$ cat src/pfgm_pkg.sv
// shared types, codes and sample unpacking for the pcm format gain mixer
package pfgm_pkg;

	localparam int SAMPLE_W = 16;
	localparam int GAIN_W   = 17;

	localparam logic [2:0] FMT_MONO8    = 3'd0;
	localparam logic [2:0] FMT_STEREO8  = 3'd1;
	localparam logic [2:0] FMT_MONO16   = 3'd2;
	localparam logic [2:0] FMT_STEREO16 = 3'd3;

	localparam logic REG_MASTER_GAIN = 1'b0;

	typedef struct packed {
		logic signed [SAMPLE_W-1:0] left;
		logic signed [SAMPLE_W-1:0] right;
	} stereo_t;

	typedef struct packed {
		logic ld1;
		logic ld2;
		logic ld3;
		logic acc;
		logic clr;
	} lane_ctrl_t;

	// unsigned byte, offset removed, scaled by 64
	function automatic logic signed [SAMPLE_W-1:0] from_byte(input logic [7:0] b);
		from_byte = {{2{~b[7]}}, ~b[7], b[6:0], 6'b0};
	endfunction

	function automatic stereo_t unpack(input logic [2:0] fmt, input logic [31:0] word);
		stereo_t s;
		s.left  = '0;
		s.right = '0;
		unique case (fmt)
			FMT_MONO8: begin
				s.left  = from_byte(word[7:0]);
				s.right = from_byte(word[7:0]);
			end
			FMT_STEREO8: begin
				s.left  = from_byte(word[7:0]);
				s.right = from_byte(word[15:8]);
			end
			FMT_MONO16: begin
				s.left  = word[15:0];
				s.right = word[15:0];
			end
			FMT_STEREO16: begin
				s.left  = word[15:0];
				s.right = word[31:16];
			end
			default: begin
				s.left  = '0;
				s.right = '0;
			end
		endcase
		unpack = s;
	endfunction

endpackage

$ cat src/pcm_format_gain_mixer.sv
// top level of the pcm format gain mixer
// Each accepted word is one source's share of a stereo frame: the sample is
// expanded to 16-bit left/right, scaled by the source gain and the master
// gain in two registered multiplies, and added into saturating 16-bit sums
// in a left and a right lane. A word marked last_source loads the mixed frame
// into the output register and clears the sums. One word is in flight at a
// time and goes through unpack, two multiply stages and accumulate before a
// new word is taken; the closing accumulate of a last word waits while an
// earlier frame still sits unread in the output register, and the input
// stays stalled until it goes through. master_gain lies at address 0;
// writes whose low GAIN_W bits exceed 1.0 are dropped.
module pcm_format_gain_mixer #(
	parameter int GAIN_FRAC_BITS = 16
) (
	input  logic                                 clk,
	input  logic                                 arst_n,
	input  logic                                 psel,
	input  logic                                 penable,
	input  logic                                 pwrite,
	input  logic [2:0]                           paddr,
	input  logic [31:0]                          pwdata,
	output logic [31:0]                          prdata,
	output logic                                 pready,
	input  logic                                 in_valid,
	output logic                                 in_stall,
	input  logic                                 active,
	input  logic [2:0]                           sample_format,
	input  logic [31:0]                          sample_word,
	input  logic [pfgm_pkg::GAIN_W-1:0]          source_gain,
	input  logic                                 last_source,
	output logic                                 out_valid,
	input  logic                                 out_stall,
	output logic signed [pfgm_pkg::SAMPLE_W-1:0] mixed_left,
	output logic signed [pfgm_pkg::SAMPLE_W-1:0] mixed_right,
	output logic                                 clipped
);
	import pfgm_pkg::*;

	localparam int MGW = (GAIN_FRAC_BITS + 1 > GAIN_W) ? GAIN_FRAC_BITS + 1 : GAIN_W;
	localparam logic [MGW:0] GAIN_ONE = (MGW+1)'(1) << GAIN_FRAC_BITS;

	logic [MGW-1:0]    mgain_q;
	logic              v_s1, v_s2, v_s3;
	logic              last_s1, last_s2, last_s3;
	logic [GAIN_W-1:0] sg_s1;
	logic              in_acc;
	logic              wr_en;
	stereo_t           smp;
	lane_ctrl_t        ctrl;
	logic signed [SAMPLE_W-1:0] sum_l, sum_r;
	logic              clip_l, clip_r;

	assign pready = 1'b1;
	assign wr_en  = psel & penable & pwrite & pready & (paddr[2] == REG_MASTER_GAIN);
	assign prdata = (paddr[2] == REG_MASTER_GAIN) ? 32'(mgain_q) : 32'd0;

	always_ff @(posedge clk or negedge arst_n) begin
		if (!arst_n) begin
			mgain_q <= GAIN_ONE[MGW-1:0];
		end else if (wr_en && ((MGW+1)'(pwdata[GAIN_W-1:0]) <= GAIN_ONE)) begin
			mgain_q <= MGW'(pwdata[GAIN_W-1:0]);
		end
	end

	assign in_stall = v_s1 | v_s2 | v_s3;
	assign in_acc   = in_valid & ~in_stall;

	always_comb begin
		smp = unpack(sample_format, sample_word);
		if (!active) begin
			smp = '0;
		end
	end

	always_comb begin
		ctrl.ld1 = in_acc;
		ctrl.ld2 = v_s1;
		ctrl.ld3 = v_s2;
		ctrl.acc = v_s3 & ~(last_s3 & out_valid & out_stall);
		ctrl.clr = last_s3;
	end

	always_ff @(posedge clk or negedge arst_n) begin
		if (!arst_n) begin
			v_s1    <= 1'b0;
			v_s2    <= 1'b0;
			v_s3    <= 1'b0;
			last_s1 <= 1'b0;
			last_s2 <= 1'b0;
			last_s3 <= 1'b0;
		end else begin
			v_s1 <= in_acc;
			v_s2 <= v_s1;
			if (v_s2) begin
				v_s3 <= 1'b1;
			end else if (ctrl.acc) begin
				v_s3 <= 1'b0;
			end
			if (in_acc) begin
				last_s1 <= last_source;
			end
			last_s2 <= last_s1;
			if (v_s2) begin
				last_s3 <= last_s2;
			end
		end
	end

	always_ff @(posedge clk) begin
		if (in_acc) begin
			sg_s1 <= source_gain;
		end
	end

	pfgm_lane #(.GAIN_FRAC_BITS(GAIN_FRAC_BITS), .MGW(MGW)) u_lane_l (
		.clk      (clk),
		.arst_n   (arst_n),
		.ctrl     (ctrl),
		.sample   (smp.left),
		.src_gain (sg_s1),
		.mst_gain (mgain_q),
		.sum_nxt  (sum_l),
		.clip_nxt (clip_l)
	);

	pfgm_lane #(.GAIN_FRAC_BITS(GAIN_FRAC_BITS), .MGW(MGW)) u_lane_r (
		.clk      (clk),
		.arst_n   (arst_n),
		.ctrl     (ctrl),
		.sample   (smp.right),
		.src_gain (sg_s1),
		.mst_gain (mgain_q),
		.sum_nxt  (sum_r),
		.clip_nxt (clip_r)
	);

	pfgm_merge u_merge (
		.clk         (clk),
		.arst_n      (arst_n),
		.emit        (ctrl.acc & ctrl.clr),
		.left        (sum_l),
		.right       (sum_r),
		.clip_l      (clip_l),
		.clip_r      (clip_r),
		.out_stall   (out_stall),
		.out_valid   (out_valid),
		.mixed_left  (mixed_left),
		.mixed_right (mixed_right),
		.clipped     (clipped)
	);

endmodule

$ cat src/pfgm_lane.sv
// one channel lane: sign-magnitude gain multiply and saturating frame accumulator
module pfgm_lane #(
	parameter int GAIN_FRAC_BITS = 16,
	parameter int MGW            = 17
) (
	input  logic                                   clk,
	input  logic                                   arst_n,
	input  pfgm_pkg::lane_ctrl_t                   ctrl,
	input  logic signed [pfgm_pkg::SAMPLE_W-1:0]   sample,
	input  logic        [pfgm_pkg::GAIN_W-1:0]     src_gain,
	input  logic        [MGW-1:0]                  mst_gain,
	output logic signed [pfgm_pkg::SAMPLE_W-1:0]   sum_nxt,
	output logic                                   clip_nxt
);
	import pfgm_pkg::*;

	localparam int P1W = SAMPLE_W + GAIN_W;
	localparam int P2W = P1W + MGW;
	localparam int SH  = 2 * GAIN_FRAC_BITS;
	localparam int QW  = P2W - SH;
	localparam int AW  = (QW + 2 > SAMPLE_W + 1) ? QW + 2 : SAMPLE_W + 1;
	localparam logic signed [AW-1:0] SMAX = AW'(32767);
	localparam logic signed [AW-1:0] SMIN = ~SMAX;

	logic [SAMPLE_W-1:0]       mag_s1;
	logic                      neg_s1, neg_s2, neg_s3;
	logic [P1W-1:0]            p1_s2;
	logic [P2W-1:0]            p2_s3;
	logic signed [SAMPLE_W-1:0] sum_q;
	logic                      clip_q;

	logic [QW-1:0]             q_v;
	logic signed [AW-1:0]      add_v;
	logic signed [AW-1:0]      tot_v;

	always_ff @(posedge clk) begin
		if (ctrl.ld1) begin
			neg_s1 <= sample[SAMPLE_W-1];
			mag_s1 <= sample[SAMPLE_W-1] ? SAMPLE_W'(-sample) : sample;
		end
		if (ctrl.ld2) begin
			neg_s2 <= neg_s1;
			p1_s2  <= P1W'(mag_s1) * P1W'(src_gain);
		end
		if (ctrl.ld3) begin
			neg_s3 <= neg_s2;
			p2_s3  <= P2W'(p1_s2) * P2W'(mst_gain);
		end
	end

	always_comb begin
		q_v   = p2_s3[P2W-1:SH];
		add_v = $signed({{(AW-QW){1'b0}}, q_v});
		if (neg_s3) begin
			add_v = -add_v;
		end
		tot_v    = add_v + {{(AW-SAMPLE_W){sum_q[SAMPLE_W-1]}}, sum_q};
		clip_nxt = clip_q;
		if (tot_v > SMAX) begin
			sum_nxt  = SMAX[SAMPLE_W-1:0];
			clip_nxt = 1'b1;
		end else if (tot_v < SMIN) begin
			sum_nxt  = SMIN[SAMPLE_W-1:0];
			clip_nxt = 1'b1;
		end else begin
			sum_nxt = tot_v[SAMPLE_W-1:0];
		end
	end

	always_ff @(posedge clk or negedge arst_n) begin
		if (!arst_n) begin
			sum_q  <= '0;
			clip_q <= 1'b0;
		end else if (ctrl.acc) begin
			if (ctrl.clr) begin
				sum_q  <= '0;
				clip_q <= 1'b0;
			end else begin
				sum_q  <= sum_nxt;
				clip_q <= clip_nxt;
			end
		end
	end

endmodule

$ cat src/pfgm_merge.sv
// frame merge stage: joins both lanes into the output word register
module pfgm_merge (
	input  logic                                 clk,
	input  logic                                 arst_n,
	input  logic                                 emit,
	input  logic signed [pfgm_pkg::SAMPLE_W-1:0] left,
	input  logic signed [pfgm_pkg::SAMPLE_W-1:0] right,
	input  logic                                 clip_l,
	input  logic                                 clip_r,
	input  logic                                 out_stall,
	output logic                                 out_valid,
	output logic signed [pfgm_pkg::SAMPLE_W-1:0] mixed_left,
	output logic signed [pfgm_pkg::SAMPLE_W-1:0] mixed_right,
	output logic                                 clipped
);
	import pfgm_pkg::*;

	logic                       valid_q;
	logic signed [SAMPLE_W-1:0] left_q;
	logic signed [SAMPLE_W-1:0] right_q;
	logic                       clip_q;

	always_ff @(posedge clk or negedge arst_n) begin
		if (!arst_n) begin
			valid_q <= 1'b0;
		end else if (emit) begin
			valid_q <= 1'b1;
		end else if (!out_stall) begin
			valid_q <= 1'b0;
		end
	end

	always_ff @(posedge clk) begin
		if (emit) begin
			left_q  <= left;
			right_q <= right;
			clip_q  <= clip_l | clip_r;
		end
	end

	assign out_valid   = valid_q;
	assign mixed_left  = left_q;
	assign mixed_right = right_q;
	assign clipped     = clip_q;

endmodule

$ cat config.mk
export PLATFORM = sky130hd
export DESIGN_NAME = pcm_format_gain_mixer
export DESIGN_NICKNAME = d
export VERILOG_FILES = /design/src/pfgm_pkg.sv /design/src/pcm_format_gain_mixer.sv /design/src/pfgm_lane.sv /design/src/pfgm_merge.sv
export SDC_FILE = /design/constraint.sdc
export NUM_CORES = 2
export LEC_CHECK = 0
export ABC_AREA = 1
export BUFFER_PORTS_ARGS = -buffer_cell sky130_fd_sc_hd__buf_2
export CAP_MARGIN = 20
export CORE_AREA = 4 4 394 299
export DETAILED_ROUTE_END_ITERATION = 10
export DIE_AREA = 0 0 398 303
export PLACE_DENSITY_LB_ADDON = 0.2
export SLEW_MARGIN = 20
export SYNTH_ARGS = -nofsm -noshare
export SYNTH_HDL_FRONTEND = slang
export SYNTH_HIERARCHICAL = 1
export SYNTH_SLANG_ARGS = --single-unit
$ cat constraint.sdc
create_clock -name clk -period 9.85 [get_ports clk]
set_clock_uncertainty 0.1 [all_clocks]
set_input_delay 1.97 -clock clk [delete_from_list [all_inputs] [get_ports clk]]
set_output_delay 1.97 -clock clk [all_outputs]
set_load 0.05 [all_outputs]
After elaboration in Yosys (flattened, before gate mapping) --
Index checks and enable logic that the tools add are counted.
Storage, ports and cells: register bits 312, bits of input ports 96, word-level logic and storage cells 91
Cells by class: add/sub/neg operators 6, multipliers 4, magnitude comparators 5, equal/unequal tests 4, mux-type cells 23, bitwise gates (word level) 16, reductions and logical operators 3
Operator list (number):
- $pmux 32 s4 | 1
- $mul 33x17->50 | 2
- $mux 16 | 6
- $mul 16x17->33 | 2
- $add 20x20->20 | 2
- $gt 20x16->1 const B | 2
- $lt 20x16->1 const B | 2
- $mux 20 | 2
- $neg 18->20 | 2
- $mux 32 | 1
- $neg 16->16 | 2
- $mux 15 | 2
- $le 17x17->1 const B | 1
- $mux 17 | 1
- $mux 1 | 10
- $and 1x1->1 | 8
- $eq 3x2->1 const B | 2
- $not 1->1 | 5
- $eq 3x1->1 const B | 1
- $logic_not 3->1 | 1
- $or 1x1->1 | 3
- $ne 2x1->1 const B | 1
- $reduce_bool 2->1 | 1
- $logic_and 1x1->1 | 1

Logic depth before layout (Yosys ltp) --
depth in word-level cells 7, gate-level depth with buffers 29, gate-level depth less buffers 28

Modules after synthesis --
The synthesis kept the hierarchy.
Modules (own cells, without submodules):
- pfgm_lane (u_lane_l) | instances 1, cells each 4199, area each 32278.5 um^2
- pfgm_lane (u_lane_r) | instances 1, cells each 4196, area each 32194.6 um^2
- pcm_format_gain_mixer | instances 1, cells each 321, area each 2476.1 um^2
- pfgm_merge | instances 1, cells each 40, area each 1038.5 um^2

Worst setup path after synthesis --
OpenSTA, ideal clock, no wires.
kind register to register, from register sg_s1[3], to register u_lane_l.p1_s2[27], data pin, arrival time 5.544 ns, required time 9.488 ns, path slack 3.944 ns, stages on the path, launching flop included 25, path buffers 2, path through edfxtp_1 clkbuf_1 clkbuf_1 nand2_1 fa_1 inv_1 fa_1 inv_1 fa_1 inv_1 fa_1 inv_1 fa_1 fa_1 inv_1 ha_1 nand2_1 nor2_1 inv_1 nor2_1 nand4_1 nand3_1 a21o_1 a21oi_1 xor2_1
Between the ends: cells in the longest elaborated chain, start to end 1
Ends and longest elaborated chain:
- start, declared | RTL line pcm_format_gain_mixer.sv:45 | logic [GAIN_W-1:0] sg_s1;
- start signal, assigned | RTL line pcm_format_gain_mixer.sv:111 | sg_s1 <= source_gain;
- $mul 16x17->33 | RTL line pfgm_lane.sv:43 | p1_s2 <= P1W'(mag_s1) * P1W'(src_gain);
- end signal, assigned | RTL line pfgm_lane.sv:43
- end, declared | RTL line pfgm_lane.sv:27 | logic [P1W-1:0] p1_s2;
Every way passes these cells. A chain may end at the register's enable or synchronous reset.

Final worst setup path --
from register mgain_q[2], to register u_lane_l.p2_s3[48], data pin
Between the ends: cells in the longest elaborated chain, start to end 1
Ends and longest elaborated chain:
- start, declared | RTL line pcm_format_gain_mixer.sv:42 | logic [MGW-1:0] mgain_q;
- start signal, assigned | RTL line pcm_format_gain_mixer.sv:59 | mgain_q <= GAIN_ONE[MGW-1:0];
- start signal, assigned | RTL line pcm_format_gain_mixer.sv:61 | mgain_q <= MGW'(pwdata[GAIN_W-1:0]);
- $mul 33x17->50 | RTL line pfgm_lane.sv:47 | p2_s3 <= P2W'(p1_s2) * P2W'(mst_gain);
- end signal, assigned | RTL line pfgm_lane.sv:47
- end, declared | RTL line pfgm_lane.sv:28 | logic [P2W-1:0] p2_s3;
Every way passes these cells.

==> flow_summary_export.csv <==
group,metric,value,unit
outcome,status,"completed",
yosys,yosys-top-cells-count,"inv_1, nand2_1, fa_1, ha_1, clkbuf_1",
clocking,htreeDepth,1,
floorplan,die-area,121000,um^2
drt,drt_wl_total,180000,um
cells_and_area,final_nets,10472,
critical_path,cp_slowest_cell,"dfrtp_2",
floorplan,die_x,398,um
critical_path,start_kind,"register",
placement,place_congestion,0.942,
drt,via_per_inst,5.30,
floorplan,die_height,303,um
critical_path,cpPeakStageDelay,1000,ps
clocking,clk-insertion-delay-late,630,ps
yosys,async_reset_ff_share,23.4,%
clocking,clockRootBuffer,"clkbuf_16",
timing,fmaxAchievable,138,MHz
yosys,yosysSeqAreaShare,10.5,%
clocking,cts.sinks,248,
clocking,cts_setup_buffers,0,
hold_path,hold_path_class,"reg -> reg",
critical_path,arrival,7510,ps
critical_path,cp_top_family,"adder cells",
drt,drc,0,
timing,tightest_slew,1060,ps
timing,hold_slack,277,ps
drt,dr.pass1.iters,6,
clocking,path_clk_slew,60,ps
yosys,netlist_area,68000,um^2
global_route,track_usage,30.9,%
clocking,cts_made_buffers,31,
critical_path,worst-path-max-fanout,35,
clocking,clockBufferDepth,3,
floorplan,rows,107,
drt,vias,53517,
clocking,holdBufCountCts,0,
yosys,synth.most_common_cell,"inv_1",
global_route,overflow,0,
cells_and_area,syn_to_final_growth,3.24,%
timing,fin_crit_sh,73.7,%
yosys,synth.avg_cell_area,7.76,um^2
yosys,synth_top_cell_by_area,"fa_1",
critical_path,crit_top_cell,"fa_1",
yosys,synthCells,8756,
yosys,synthDistinctLibCells,58,
timing,slew_headroom,29.4,%
global_route,grt_pass1_vias,56421,
timing,rsz0062_at_grt,"no",
cells_and_area,final.fill_count,10190,
drt,drt_iter0_markers,4130,
timing,period_needed,7260,ps
global_route,grt_pass1_wl,297000,um
clocking,cts_tree,"yes",
yosys,synthTopCellsByArea,"fa_1, inv_1, nand2_1",
yosys,yosys_register_bits,248,
placement,dp_hpwl,139000,um
cells_and_area,drive_above_1_share,3.88,%
job,maxCapViolCount,0,
floorplan,pin_count,164,
yosys,synthFlopType,"edfxtp_1",
floorplan,start_util,60.0,%
clocking,cts.repair.resized,0,
global_route,grt_start_max_net_pins,68,
drt,ant_nets,0,
critical_path,cp-end-kind,"register",
timing,drv_slew,0,
timing,setup_viol,0,
critical_path,crit_buf_inv,4,
critical_path,critical_path_class,"reg -> reg",
placement,io_buffers,130,
floorplan,core-area,113000,um^2
critical_path,required,10100,ps
yosys,ys_warn_count,6,
timing,fin_setup_tns,0,ps
timing,final_hold_viol_count,0,
yosys,synth-edff-count,190,
yosys,synth_top_cell_area_share,39.5,%
global_route,antenna_found_initial,11,
drt,routedWlPerCell,17.8,um
critical_path,crit_chain,"buf_4 > nand2_1 > fa_1 > fa_1 > fa_1 > inv_1 > fa_1 > fa_1 > inv_1 > fa_1 > inv_1 > ha_1 > nand2_1 > nand2_1 > a31oi_1 > o21ai_0 > o21bai_1 > a21oi_1 > o21ai_0 > xor2_1",
sequential cells by signal (all words and copies together), names as in the netlist, 16 cells and up:
register / cells
u_lane_l/p2_s3: 18
u_merge/mixed_left: 16
u_lane_l/mag_s1: 16
mgain_q: 17
u_lane_r/sum_q: 16
u_lane_r/mag_s1: 16
u_lane_l/sum_q: 16
u_merge/mixed_right: 16
u_lane_r/p1_s2: 33
u_lane_l/p1_s2: 33
sg_s1: 17
u_lane_r/p2_s3: 18
metal layers:
metal | vias up | routed length [um] | GRT usage [%]
met4 | 8 | 3730 | 6.17
met1 | 26214 | 79500 | 45.6
li1 | 24565 | - | -
met3 | 297 | 20000 | 7.99
met5 | - | 48 | 0
met2 | 2433 | 76400 | 46.5
logic make-up after synthesis:
logic type | Yosys count | synth area share, %
XOR/XNOR | 177 | 2.28
buffers and inverters | 2953 | 16.5
AO/OA/AOI/OAI | 499 | 4.21
adder cells (fa/ha/maj) | 1838 | 48.6
flip-flops | 248 | 10.5
AND/OR/NAND/NOR | 3039 | 17.8
other | 2 | 0.0110
worst paths after layout:
check / cells after the start / start / to / slack (ps)
max: 20 / mgain_q[2] / u_lane_l/p2_s3[48] / 2590
min reg2reg: 0 / last_s1 / last_s2 / 280
max in group asynchronous: 2 / arst_n / v_s1 / 7480
min: 0 / last_s1 / last_s2 / 280
max reg2reg: 20 / mgain_q[2] / u_lane_l/p2_s3[48] / 2590
min in group asynchronous: 2 / arst_n / u_lane_l/sum_q[5] / 1460
through the flow:
step | cells | utilization, % | area (um^2) | setup WS, ps
6_report | 10098 | 61.9 | 70200 | 2590
5_1_grt | 10088 | 61.9 | 70200 | 2240
4_1_cts | 10088 | 61.9 | 70200 | 2630
3_5_place_dp | 10031 | 61.0 | 69100 | 2650
3_3_place_gp | 10031 | 61.0 | 69100 | 2720
2_1_floorplan | 8770 | - | 68000 | 3940
worst register-to-register path: cells and delay by family (launching register included):
family / cells / cell delay (ps)
XOR/XNOR: 1 / 170
flip-flops: 1 / 1000
buffers and inverters: 4 / 850
AND/OR/NAND/NOR: 3 / 330
AO/OA/AOI/OAI: 5 / 1000
adder cells (fa/ha/maj): 7 / 3530
cells in the final DEF, fill, tap and decap left out, types with 38 or more instances in the layout:
cell type,n
inv_1,2508
dfrtp_1,39
a31oi_1,41
nand3_1,105
nor2_1,323
fa_1,1342
ha_1,496
nand2_2,48
buf_2,130
nand4_1,38
nor3_1,38
a21oi_1,211
xor2_1,115
buf_4,41
o21ai_0,131
nand2_1,2420
xnor2_1,62
edfxtp_1,190
area by class of cell:
cell class,instances,area [um^2],share of cell area (%)
multi-input combinational,5569,49600,70.7
antenna,10,25.0,0.0356
sequential,248,7190,10.2
clock buffer,36,795,1.13
tap,1526,1910,2.72
timing repair buffer,171,958,1.37
inverter,2517,9450,13.5
clock inverter,21,229,0.326
Power is not shown: default switching activity piles up to over one toggle a cycle in this logic, so the estimate is an artifact.
